<file path="src/sv/hbf_pkg.sv">
// hbf_pkg: shared types, codes and helpers for the height-map box placer
// used by hbf_ctrl, hbf_dp and heightmap_best_fit_box_placer
package hbf_pkg;

    localparam int ZW = 17;

    localparam logic [1:0] FUNC_CLEAR  = 2'd0;
    localparam logic [1:0] FUNC_LOAD   = 2'd1;
    localparam logic [1:0] FUNC_PLACE  = 2'd2;
    localparam logic [1:0] FUNC_UNUSED = 2'd3;

    localparam logic [2:0] ST_PREF    = 3'd0;
    localparam logic [2:0] ST_SEARCH  = 3'd1;
    localparam logic [2:0] ST_NOFIT   = 3'd2;
    localparam logic [2:0] ST_LOADED  = 3'd3;
    localparam logic [2:0] ST_FULL    = 3'd4;
    localparam logic [2:0] ST_CLEARED = 3'd5;

    localparam logic [1:0] CFG_WIDTH  = 2'd0;
    localparam logic [1:0] CFG_DEPTH  = 2'd1;
    localparam logic [1:0] CFG_HEIGHT = 2'd2;

    typedef struct packed {
        logic [1:0] func;
        logic [6:0] pos_x;
        logic [6:0] pos_y;
        logic [7:0] pos_z;
        logic [6:0] size_x;
        logic [6:0] size_y;
        logic [7:0] size_z;
        logic       pref_given;
    } t_in;

    typedef struct packed {
        logic [2:0] status;
        logic [6:0] start_x;
        logic [6:0] start_y;
        logic [7:0] start_z;
        logic [7:0] end_x;
        logic [7:0] end_y;
        logic [8:0] end_z;
    } t_out;

    typedef struct packed {
        logic [6:0] sx;
        logic [6:0] sy;
        logic [7:0] sz;
        logic [7:0] ex;
        logic [7:0] ey;
        logic [8:0] ez;
    } t_box;

    typedef enum logic [1:0] {
        W_REST  = 2'd0,
        W_WASTE = 2'd1,
        W_RAISE = 2'd2
    } t_walk;

    typedef struct packed {
        logic       load_in;
        logic       clr_start;
        logic       srch_init;
        logic       x_adv;
        logic       y_adv;
        logic       walk_start;
        t_walk      walk_mode;
        logic       ovl_start;
        logic       cand_box;
        logic       best_take;
        logic       append;
        logic       app_best;
        logic       res_load;
        logic       res_box;
        logic [2:0] res_code;
    } t_cmd;

    typedef struct packed {
        logic       clr_busy;
        logic       walk_busy;
        logic       ovl_busy;
        logic       hit;
        logic       full;
        logic [1:0] func;
        logic       pref;
        logic       x_ok;
        logic       y_ok;
        logic       cb_inb;
        logic       better;
        logic       waste_zero;
        logic       found;
        logic       out_free;
    } t_sts;

    // w / 10 by reciprocal, exact for 7-bit values, at least 1
    function automatic logic [6:0] f_step(input logic [6:0] w);
        logic [17:0] p;
        logic [6:0]  q;
        begin
            p = 18'(w) * 18'd205;
            q = p[17:11];
            f_step = (q == 7'd0) ? 7'd1 : q;
        end
    endfunction

endpackage

</file>
<file path="src/sv/hbf_ctrl.sv">
// hbf_ctrl: sequencing state machine of the box placer
// depends on hbf_pkg; drives hbf_dp through t_cmd, watches t_sts
module hbf_ctrl (
    input  logic          i_clk,
    input  logic          i_rst_n,
    input  logic          i_in_valid,
    output logic          o_in_stall,
    input  hbf_pkg::t_sts i_sts,
    output hbf_pkg::t_cmd o_cmd
);

    typedef enum logic [12:0] {
        S_CLR   = 13'b0000000000001,
        S_IDLE  = 13'b0000000000010,
        S_DEC   = 13'b0000000000100,
        S_PREF  = 13'b0000000001000,
        S_CAND  = 13'b0000000010000,
        S_REST  = 13'b0000000100000,
        S_CHK   = 13'b0000001000000,
        S_OVL   = 13'b0000010000000,
        S_WASTE = 13'b0000100000000,
        S_NEXT  = 13'b0001000000000,
        S_FIN   = 13'b0010000000000,
        S_RAISE = 13'b0100000000000,
        S_DONE  = 13'b1000000000000
    } t_state;

    t_state     r_state, n_state;
    logic [2:0] r_code, n_code;
    logic       r_box, n_box;
    logic       r_clr_res, n_clr_res;
    logic       r_rstart, n_rstart;

    assign o_in_stall = (r_state != S_IDLE);

    always_comb begin
        n_state   = r_state;
        n_code    = r_code;
        n_box     = r_box;
        n_clr_res = r_clr_res;
        n_rstart  = 1'b0;
        o_cmd     = '0;
        o_cmd.walk_mode = hbf_pkg::W_REST;
        if (r_rstart) begin
            o_cmd.walk_start = 1'b1;
            o_cmd.walk_mode  = hbf_pkg::W_RAISE;
        end
        case (r_state)
            S_CLR: begin
                if (!i_sts.clr_busy) begin
                    if (r_clr_res) begin
                        n_clr_res = 1'b0;
                        n_code    = hbf_pkg::ST_CLEARED;
                        n_box     = 1'b0;
                        n_state   = S_DONE;
                    end else begin
                        n_state = S_IDLE;
                    end
                end
            end
            S_IDLE: begin
                if (i_in_valid) begin
                    o_cmd.load_in = 1'b1;
                    n_state = S_DEC;
                end
            end
            S_DEC: begin
                if (i_sts.func == hbf_pkg::FUNC_CLEAR) begin
                    o_cmd.clr_start = 1'b1;
                    n_clr_res = 1'b1;
                    n_state   = S_CLR;
                end else if (i_sts.func != hbf_pkg::FUNC_LOAD &&
                             i_sts.func != hbf_pkg::FUNC_PLACE) begin
                    n_code  = hbf_pkg::ST_NOFIT;
                    n_box   = 1'b0;
                    n_state = S_DONE;
                end else if (i_sts.full) begin
                    n_code  = hbf_pkg::ST_FULL;
                    n_box   = 1'b0;
                    n_state = S_DONE;
                end else if (i_sts.func == hbf_pkg::FUNC_LOAD) begin
                    o_cmd.append = 1'b1;
                    n_code   = hbf_pkg::ST_LOADED;
                    n_box    = 1'b1;
                    n_rstart = 1'b1;
                    n_state  = S_RAISE;
                end else if (i_sts.pref) begin
                    o_cmd.ovl_start = 1'b1;
                    n_state = S_PREF;
                end else begin
                    o_cmd.srch_init = 1'b1;
                    n_state = S_CAND;
                end
            end
            S_PREF: begin
                if (!i_sts.ovl_busy) begin
                    if (i_sts.cb_inb && !i_sts.hit) begin
                        o_cmd.append = 1'b1;
                        n_code   = hbf_pkg::ST_PREF;
                        n_box    = 1'b1;
                        n_rstart = 1'b1;
                        n_state  = S_RAISE;
                    end else begin
                        o_cmd.srch_init = 1'b1;
                        n_state = S_CAND;
                    end
                end
            end
            S_CAND: begin
                if (!i_sts.y_ok) begin
                    if (i_sts.found) begin
                        n_state = S_FIN;
                    end else begin
                        n_code  = hbf_pkg::ST_NOFIT;
                        n_box   = 1'b0;
                        n_state = S_DONE;
                    end
                end else if (!i_sts.x_ok) begin
                    o_cmd.y_adv = 1'b1;
                end else begin
                    o_cmd.walk_start = 1'b1;
                    o_cmd.walk_mode  = hbf_pkg::W_REST;
                    n_state = S_REST;
                end
            end
            S_REST: begin
                if (!i_sts.walk_busy) begin
                    o_cmd.cand_box = 1'b1;
                    n_state = S_CHK;
                end
            end
            S_CHK: begin
                if (!i_sts.cb_inb) begin
                    o_cmd.x_adv = 1'b1;
                    n_state = S_CAND;
                end else begin
                    o_cmd.ovl_start = 1'b1;
                    n_state = S_OVL;
                end
            end
            S_OVL: begin
                if (!i_sts.ovl_busy) begin
                    if (i_sts.hit) begin
                        o_cmd.x_adv = 1'b1;
                        n_state = S_CAND;
                    end else begin
                        o_cmd.walk_start = 1'b1;
                        o_cmd.walk_mode  = hbf_pkg::W_WASTE;
                        n_state = S_WASTE;
                    end
                end
            end
            S_WASTE: begin
                if (!i_sts.walk_busy) begin
                    n_state = S_NEXT;
                end
            end
            S_NEXT: begin
                if (i_sts.better) begin
                    o_cmd.best_take = 1'b1;
                end
                if (i_sts.better && i_sts.waste_zero) begin
                    n_state = S_FIN;
                end else begin
                    o_cmd.x_adv = 1'b1;
                    n_state = S_CAND;
                end
            end
            S_FIN: begin
                o_cmd.append   = 1'b1;
                o_cmd.app_best = 1'b1;
                n_code   = hbf_pkg::ST_SEARCH;
                n_box    = 1'b1;
                n_rstart = 1'b1;
                n_state  = S_RAISE;
            end
            S_RAISE: begin
                if (!r_rstart && !i_sts.walk_busy) begin
                    n_state = S_DONE;
                end
            end
            S_DONE: begin
                if (i_sts.out_free) begin
                    o_cmd.res_load = 1'b1;
                    o_cmd.res_box  = r_box;
                    o_cmd.res_code = r_code;
                    n_state = S_IDLE;
                end
            end
            default: begin
                n_state = S_IDLE;
            end
        endcase
    end

    always_ff @(posedge i_clk) begin
        if (!i_rst_n) begin
            r_state   <= S_CLR;
            r_clr_res <= 1'b0;
            r_rstart  <= 1'b0;
        end else begin
            r_state   <= n_state;
            r_clr_res <= n_clr_res;
            r_rstart  <= n_rstart;
        end
    end

    always_ff @(posedge i_clk) begin
        r_code <= n_code;
        r_box  <= n_box;
    end

endmodule

</file>
<file path="config.mk">
export PLATFORM = sky130hd
export DESIGN_NAME = hbf_ctrl
export DESIGN_NICKNAME = d
export VERILOG_FILES = /design/src/sv/hbf_pkg.sv /design/src/sv/hbf_ctrl.sv
export SDC_FILE = /design/constraint.sdc
export NUM_CORES = 1
export LEC_CHECK = 0
export BUFFER_PORTS_ARGS = -buffer_cell sky130_fd_sc_hd__buf_2
export CORE_UTILIZATION = 30
export DETAILED_ROUTE_END_ITERATION = 12
export MAX_ROUTING_LAYER = met4
export SETUP_SLACK_MARGIN = 0.15
export SYNTH_ARGS = -nofsm -noshare
export SYNTH_HDL_FRONTEND = slang
export SYNTH_SLANG_ARGS = --single-unit
</file>
<file path="constraint.sdc">
create_clock -name i_clk -period 5.77 [get_ports i_clk]
set_input_delay 1.4425 -clock i_clk [delete_from_list [all_inputs] [get_ports i_clk]]
set_output_delay 1.4425 -clock i_clk [all_outputs]
set_load 0.01 [all_outputs]
</file>
==> reports/metrics.cfg, run 1 <==
[run_status]
status = complete, no violations

[pwr]
switching_share = 0.3050
clkPwrFrac = 0.318
intPower_uw = 216.2
p_comb_frac = 0.210
switchingPower_uw = 94.89
power_leakage_nw = 0.7949
p_seq_frac = 0.472
finalPower_uw = 311.1
ir_drop_uv = 78.21
p_per_area_nw_per_um2 = 167.9

[drt]
first_pass_iters = 4
viasPerCell = 5.695
drt_wl_total_mm = 4.928
drtIter0Drc = 120
vias = 1737
wl_per_cell_microns = 16.16
drc = 0
drt.antenna.violating_nets = 0

[die]
dieWidth_microns = 75.12
die_area_sq_um = 5643
io_pins = 37
core_area_sq_um = 5140
start_util = 0.3121
die_h_microns = 75.12
row_count = 26

[cts]
htreeDepth = 1
ctsHoldBuffers = 0
tritoncts.num_buffers = 3
cts_tree = built
cts.sinks = 19
clk_pin_slew_ns = 0.07
root_buffer = clkbuf_8
cts_setup_buffers = 0
cts_resized = 0
max-clock-path-buffers = 2
insertion_delay_ns = 0.27

[synth]
synth_cell_types = 51
synthTopCellsByArea = dfxtp_1 (19%), edfxtp_1 (7.5%), nor2_1 (4.0%)
ys_seq_area_frac = 0.2621
ys_ff_latch = 19
synth_nets = 230
yosys_warnings = 0
synth.most_common_cell = nor2_1
synthCells = 210
synthArstFlopShare = 0
synth_flop_cell = dfxtp_1
avgSynthCellArea_sq_um = 7.638
synth.top_cell.area_share = 0.1872
synth_common_cells = nor2_1 (17), dfxtp_1 (15), clkbuf_1 (13)
synth_edf_count = 4
yosysTopAreaCell = dfxtp_1
synth_area_sq_um = 1604

[flow_run]
maxCapViolCount = 0

[worst_setup_path]
cpPeakStageDelay_ns = 0.22
cpLargestDelayFamily = simple AND/OR/NAND/NOR gates
r2r_start = r_state[0]$_SDFFE_PN1P_
cp-start-kind = input pin
path_cells = buf_2 -> inv_1 -> ha_1 -> nor3_1 -> nand4_1 -> inv_1 -> nand3_1 -> o41ai_1 -> buf_2
worstPathMaxFanout = 5
path_class = input pin to output pin
cp.required_ns = 4.33
cp_slowest_cell = ha_1
worstPathBufferInverterCount = 4
cp-startpoint = i_sts[8]
critPathArrivalTime_ns = 2.70
end_kind = output pin

[global_route]
grt_pass1_wl_mm = 8.031
grt_overflow = 0
grt_max_degree = 13
grtUsageTotal = 0.1966
antenna_found_initial = 0
first_global_vias = 1525

[sta]
finalClockSkew_ns = 0.003162
relSlewSlack = 0.4238
period_share = 0.7184
finalSetupViolations = 0
final.setup.worst_slack_ns = 1.625
worst_slew_pin_slew_ns = 0.8572
final-hold-violation-count = 0
post-route-min-period_ns = 4.145
slew_viol_final = 0
fin_tns_setup_ns = 0
rsz0062_at_grt = no
fmax_mhz = 241.2

[placement]
portBuffers = 36
dp_slack_ns = 1.638
place_area_sq_um = 1808
place_congestion = 0.8548
hpwl_mm = 3.804

[layout]
seq_area_sq_um = 420.4
finalNetCount = 256
syn_to_final_growth_pct = 15.52
fillerInstances = 573
antenna_cells = 0
design_area_sq_um = 1853
multi_input_comb_area_sq_um = 1067
fin_util = 0.3605
layout-drive-gt1-share = 0.2085

[worst_hold_path]
hold_class = flop to flop
hp-start = r_clr_res$_SDFFE_PN0P_

-- final timing paths --
check | endpoint | slack, ns | depth (start not counted)
worst max register to register | r_box$_DFFE_PP_ | 3.00 | 5
worst min-delay path | r_clr_res$_SDFFE_PN0P_ | 0.53 | 2
worst max-delay path | o_cmd[9] | 1.62 | 9
worst min register to register | r_clr_res$_SDFFE_PN0P_ | 0.53 | 2
-- cells by family after synthesis --
group / count (synthesis) / share of synthesized area
AO/OA/AOI/OAI: 48 / 0.2239
XOR/XNOR: 3 / 0.01638
adder cells (fa/ha/maj): 2 / 0.01560
buffers and inverters: 28 / 0.07254
flip-flops: 19 / 0.2621
multiplexers: 1 / 0.006240
AND/OR/NAND/NOR: 109 / 0.4033
-- metrics by stage --
stage	hold slack (ns)	std cells
6_report	0.5332	305
4_1_cts	0.5333	305
3_5_place_dp	0.5232	301
3_3_place_gp	0.5179	301
5_1_grt	0.5957	305
2_1_floorplan	0.4807	210
-- flip-flops by register name, indices dropped and copies added, names as in the netlist --
| signal | count |
|---|---|
| r_code | 3 |
| r_clr_res | 1 |
| r_box | 1 |
| r_state | 13 |
| r_rstart | 1 |
-- area by class of cell --
class	instances	area share
Multi-Input combinational cell	163	0.5760
Sequential cell	19	0.2269
Timing Repair Buffer	37	0.1013
Tap cell	70	0.04727
Clock buffer	4	0.02431
Inverter	12	0.02431
-- cell usage in the layout (no fill, tap or decap), types with 4 or more instances in the layout --
cell,Yosys,layout
nand3_1,10,10
o31ai_1,5,5
nor4_1,5,5
and2_1,7,7
nor4b_1,7,7
or3_1,5,5
and3_1,5,5
dfxtp_1,15,15
buf_2,0,36
o32ai_1,4,4
nor2_1,17,17
nand4_1,9,9
nor3_1,9,9
inv_1,12,12
edfxtp_1,4,4
nand2_1,12,12
o21ai_0,8,8
nand3b_1,4,4
a21oi_1,8,8
-- tightest hold or removal path: cells and delay by family (launching register included) --
family,cells,cell delay (ns)
flip-flops,1,0.34
AO/OA/AOI/OAI,2,0.14
-- per-layer routing --
metal	share of wire	vias to the layer above	track usage	routed length, microns
li1	-	848	-	-
met1	0.46	815	0.2689	2279
met2	0.47	69	0.3043	2309
met3	0.056	5	0.01606	277
met4	0.012	0	0.06709	61
met5	0	-	-	0
-- power by group through the flow --
stage               logic (mW)  registers, mW  clock network (mW)
floorplan               0.0478          0.144                   0
global placement        0.0647          0.149                   0
detailed placement      0.0645          0.149                   0
CTS                     0.0647          0.146              0.0998
global route            0.0734          0.147               0.105
finish                  0.0654          0.147              0.0990
Note: power is estimated with default switching activity, not from simulation.
==> run 2, diff against run 1 <==
==> constraint.sdc (replaced) <==
create_clock -name i_clk -period 3.5 [get_ports i_clk]
set_input_delay 0.875 -clock i_clk [delete_from_list [all_inputs] [get_ports i_clk]]
set_output_delay 0.875 -clock i_clk [all_outputs]
set_load 0.01 [all_outputs]
==> reports/metrics.cfg, run 2 (synthesis gave the netlist of run 1 again) <==
[cts]
max-clock-path-buffers = 2  ; unchanged
clk_pin_slew_ns = 0.08  ; about the same
root_buffer = clkbuf_8
cts.sinks = 19  ; unchanged
insertion_delay_ns = 0.26  ; about the same
ctsHoldBuffers = 0  ; unchanged
cts_setup_buffers = 0  ; unchanged
cts_tree = built
htreeDepth = 1  ; unchanged
tritoncts.num_buffers = 3  ; unchanged

[worst_setup_path]
cp.required_ns = 2.62  ; -1.71 ns
worstPathMaxFanout = 10  ; +5
r2r_start = r_state[12]$_SDFFE_PN0P_
critPathArrivalTime_ns = 2.34  ; -0.36 ns
end_kind = output pin
cp_slowest_cell = or4_4
cp-startpoint = r_state[4]$_SDFFE_PN0P_
crit_top_cell = or4_4
path_class = flop to output pin
cpPeakStageDelay_ns = 0.61  ; +0.39 ns
worst-r2r-setup-slack_ns = 1.01  ; -1.99 ns
cpLargestDelayFamily = simple AND/OR/NAND/NOR gates
worstPathBufferInverterCount = 1  ; -3
path_cells = or4_4 -> or4_4 -> nor4_4 -> and2_1 -> buf_2
cp-start-kind = flop

[sta]
slew_viol_final = 0  ; unchanged
fmax_mhz = 311.2
final-hold-violation-count = 0  ; unchanged
period_share = 0.9181
finalClockSkew_ns = 0.001251  ; -0.001911 ns
fin_tns_setup_ns = 0  ; unchanged
worst_slew_pin_slew_ns = 0.7485  ; -0.1086 ns
relSlewSlack = 0.4964  ; +0.07257
rsz0062_at_grt = no
post-route-min-period_ns = 3.214
finalSetupViolations = 0  ; unchanged

[pwr]
finalPower_uw = 513.3  ; +65%
p_per_area_nw_per_um2 = 269.2  ; +60%
ir_drop_uv = 152.2  ; +95%
power_leakage_nw = 0.8246  ; +3.7%

[layout]
reg_top3 = r_state (13), r_code (3)
layout_common_cells = buf_2 (36), nor2_1 (17), dfxtp_1 (14)
largest_reg_flops = 13  ; unchanged
antenna_cells = 0  ; unchanged
layout-drive-gt1-share = 0.2375  ; +0.02899
finalNetCount = 261  ; +2.0%
largest_register = r_state
final_common_cell = buf_2
fin_util = 0.3710  ; +0.01047
syn_to_final_growth_pct = 18.88

[drt]
wl_per_cell_microns = 16.42  ; +1.6%
first_pass_iters = 5  ; +1
drt_wl_total_mm = 5.091  ; +3.3%
drt.antenna.violating_nets = 0  ; unchanged
drtIter0Drc = 125  ; +4.2%
vias = 1809  ; +4.1%
drc = 0  ; unchanged
viasPerCell = 5.835  ; +2.5%

[global_route]
antenna_found_initial = 0  ; unchanged
grt_util_met3 = 0.01874  ; +0.002677
grt.busiest_layer = met2
grt_overflow = 0  ; unchanged
grt_max_degree = 13  ; unchanged
use_met1 = 0.2635  ; -0.005346
grtUsageTotal = 0.1910  ; -0.005543
grt_pass1_wl_mm = 7.969  ; -0.77%
first_global_vias = 1556  ; +2.0%
use_met2 = 0.2953  ; -0.009009

[die]
start_util = 0.3121  ; unchanged
die_area_sq_um = 5643  ; unchanged
dieWidth_microns = 75.12  ; unchanged
io_pins = 37  ; unchanged
core_area_sq_um = 5140  ; unchanged
row_count = 26  ; unchanged
die_h_microns = 75.12  ; unchanged

[run_status]
status = complete, no violations

[placement]
portBuffers = 36  ; unchanged
place_congestion = 0.9540  ; +12%
hpwl_mm = 3.842  ; +1.0%

[flow_run]
maxCapViolCount = 0  ; unchanged

[worst_hold_path]
hold_class = flop to flop
hp-start = r_clr_res$_SDFFE_PN0P_

## run 2: worst reg2reg max path: stages, from the launching register on
cell and delay, ns:
dfxtp_1 0.43, nor2_1 0.52, nand2_1 0.20, a21oi_1 0.24
nor2_1 0.06, nor4_1 0.67
## run 2: worst paths after layout
path         depth (start not counted)                endpoint
max                                  5                o_cmd[1]
min reg2reg                          2  r_clr_res$_SDFFE_PN0P_
max reg2reg                          5     r_code[0]$_DFFE_PP_
min                                  2  r_clr_res$_SDFFE_PN0P_
## run 2: timing repair
item,CTS,global route
endpoints found under the hold margin,0,0
setup endpoints to repair,4,5
resized for setup,1,2
pin swaps,0,1
## run 2: area by class of cell
| class | count | area [sq um] |
|---|---|---|
| clock buffer | 3 | 41.29 |
| clock inverter | 1 | 5.005 |
| fill | 564 | 3233 |
| inverter | 12 | 45.04 |
| multi-input combinational | 163 | 1081 |
| sequential | 19 | 421.7 |
| tap | 70 | 87.58 |
| timing repair buffer | 42 | 225.2 |
## run 2: power by group
part	internal (mW)	total [mW]	switching [mW]
clock network	0.0792	0.160	0.0803
registers	0.232	0.242	0.0105
logic	0.0453	0.111	0.0661
total	0.356	0.513	0.157
## run 2: metrics by stage
step	hold WS [ns]	instance area [sq um]	worst slack, ns	cells
final	0.5386	1907	0.2865	310
after global routing	0.5814	1907	0.1581	310
after CTS	0.5345	1901	0.2033	310
after detailed placement	0.5188	1846	0.4173	306
after global placement	0.5150	1846	0.4907	306
after floorplan	0.4807	1604	0.4882	210
## run 2: routing by layer
| layer | up-vias | wire length (microns) |
|---|---|---|
| met5 | - | 0 |
| met1 | 831 | 2189 |
| li1 | 854 | - |
| met4 | 0 | 93 |
| met2 | 114 | 2328 |
| met3 | 10 | 479 |
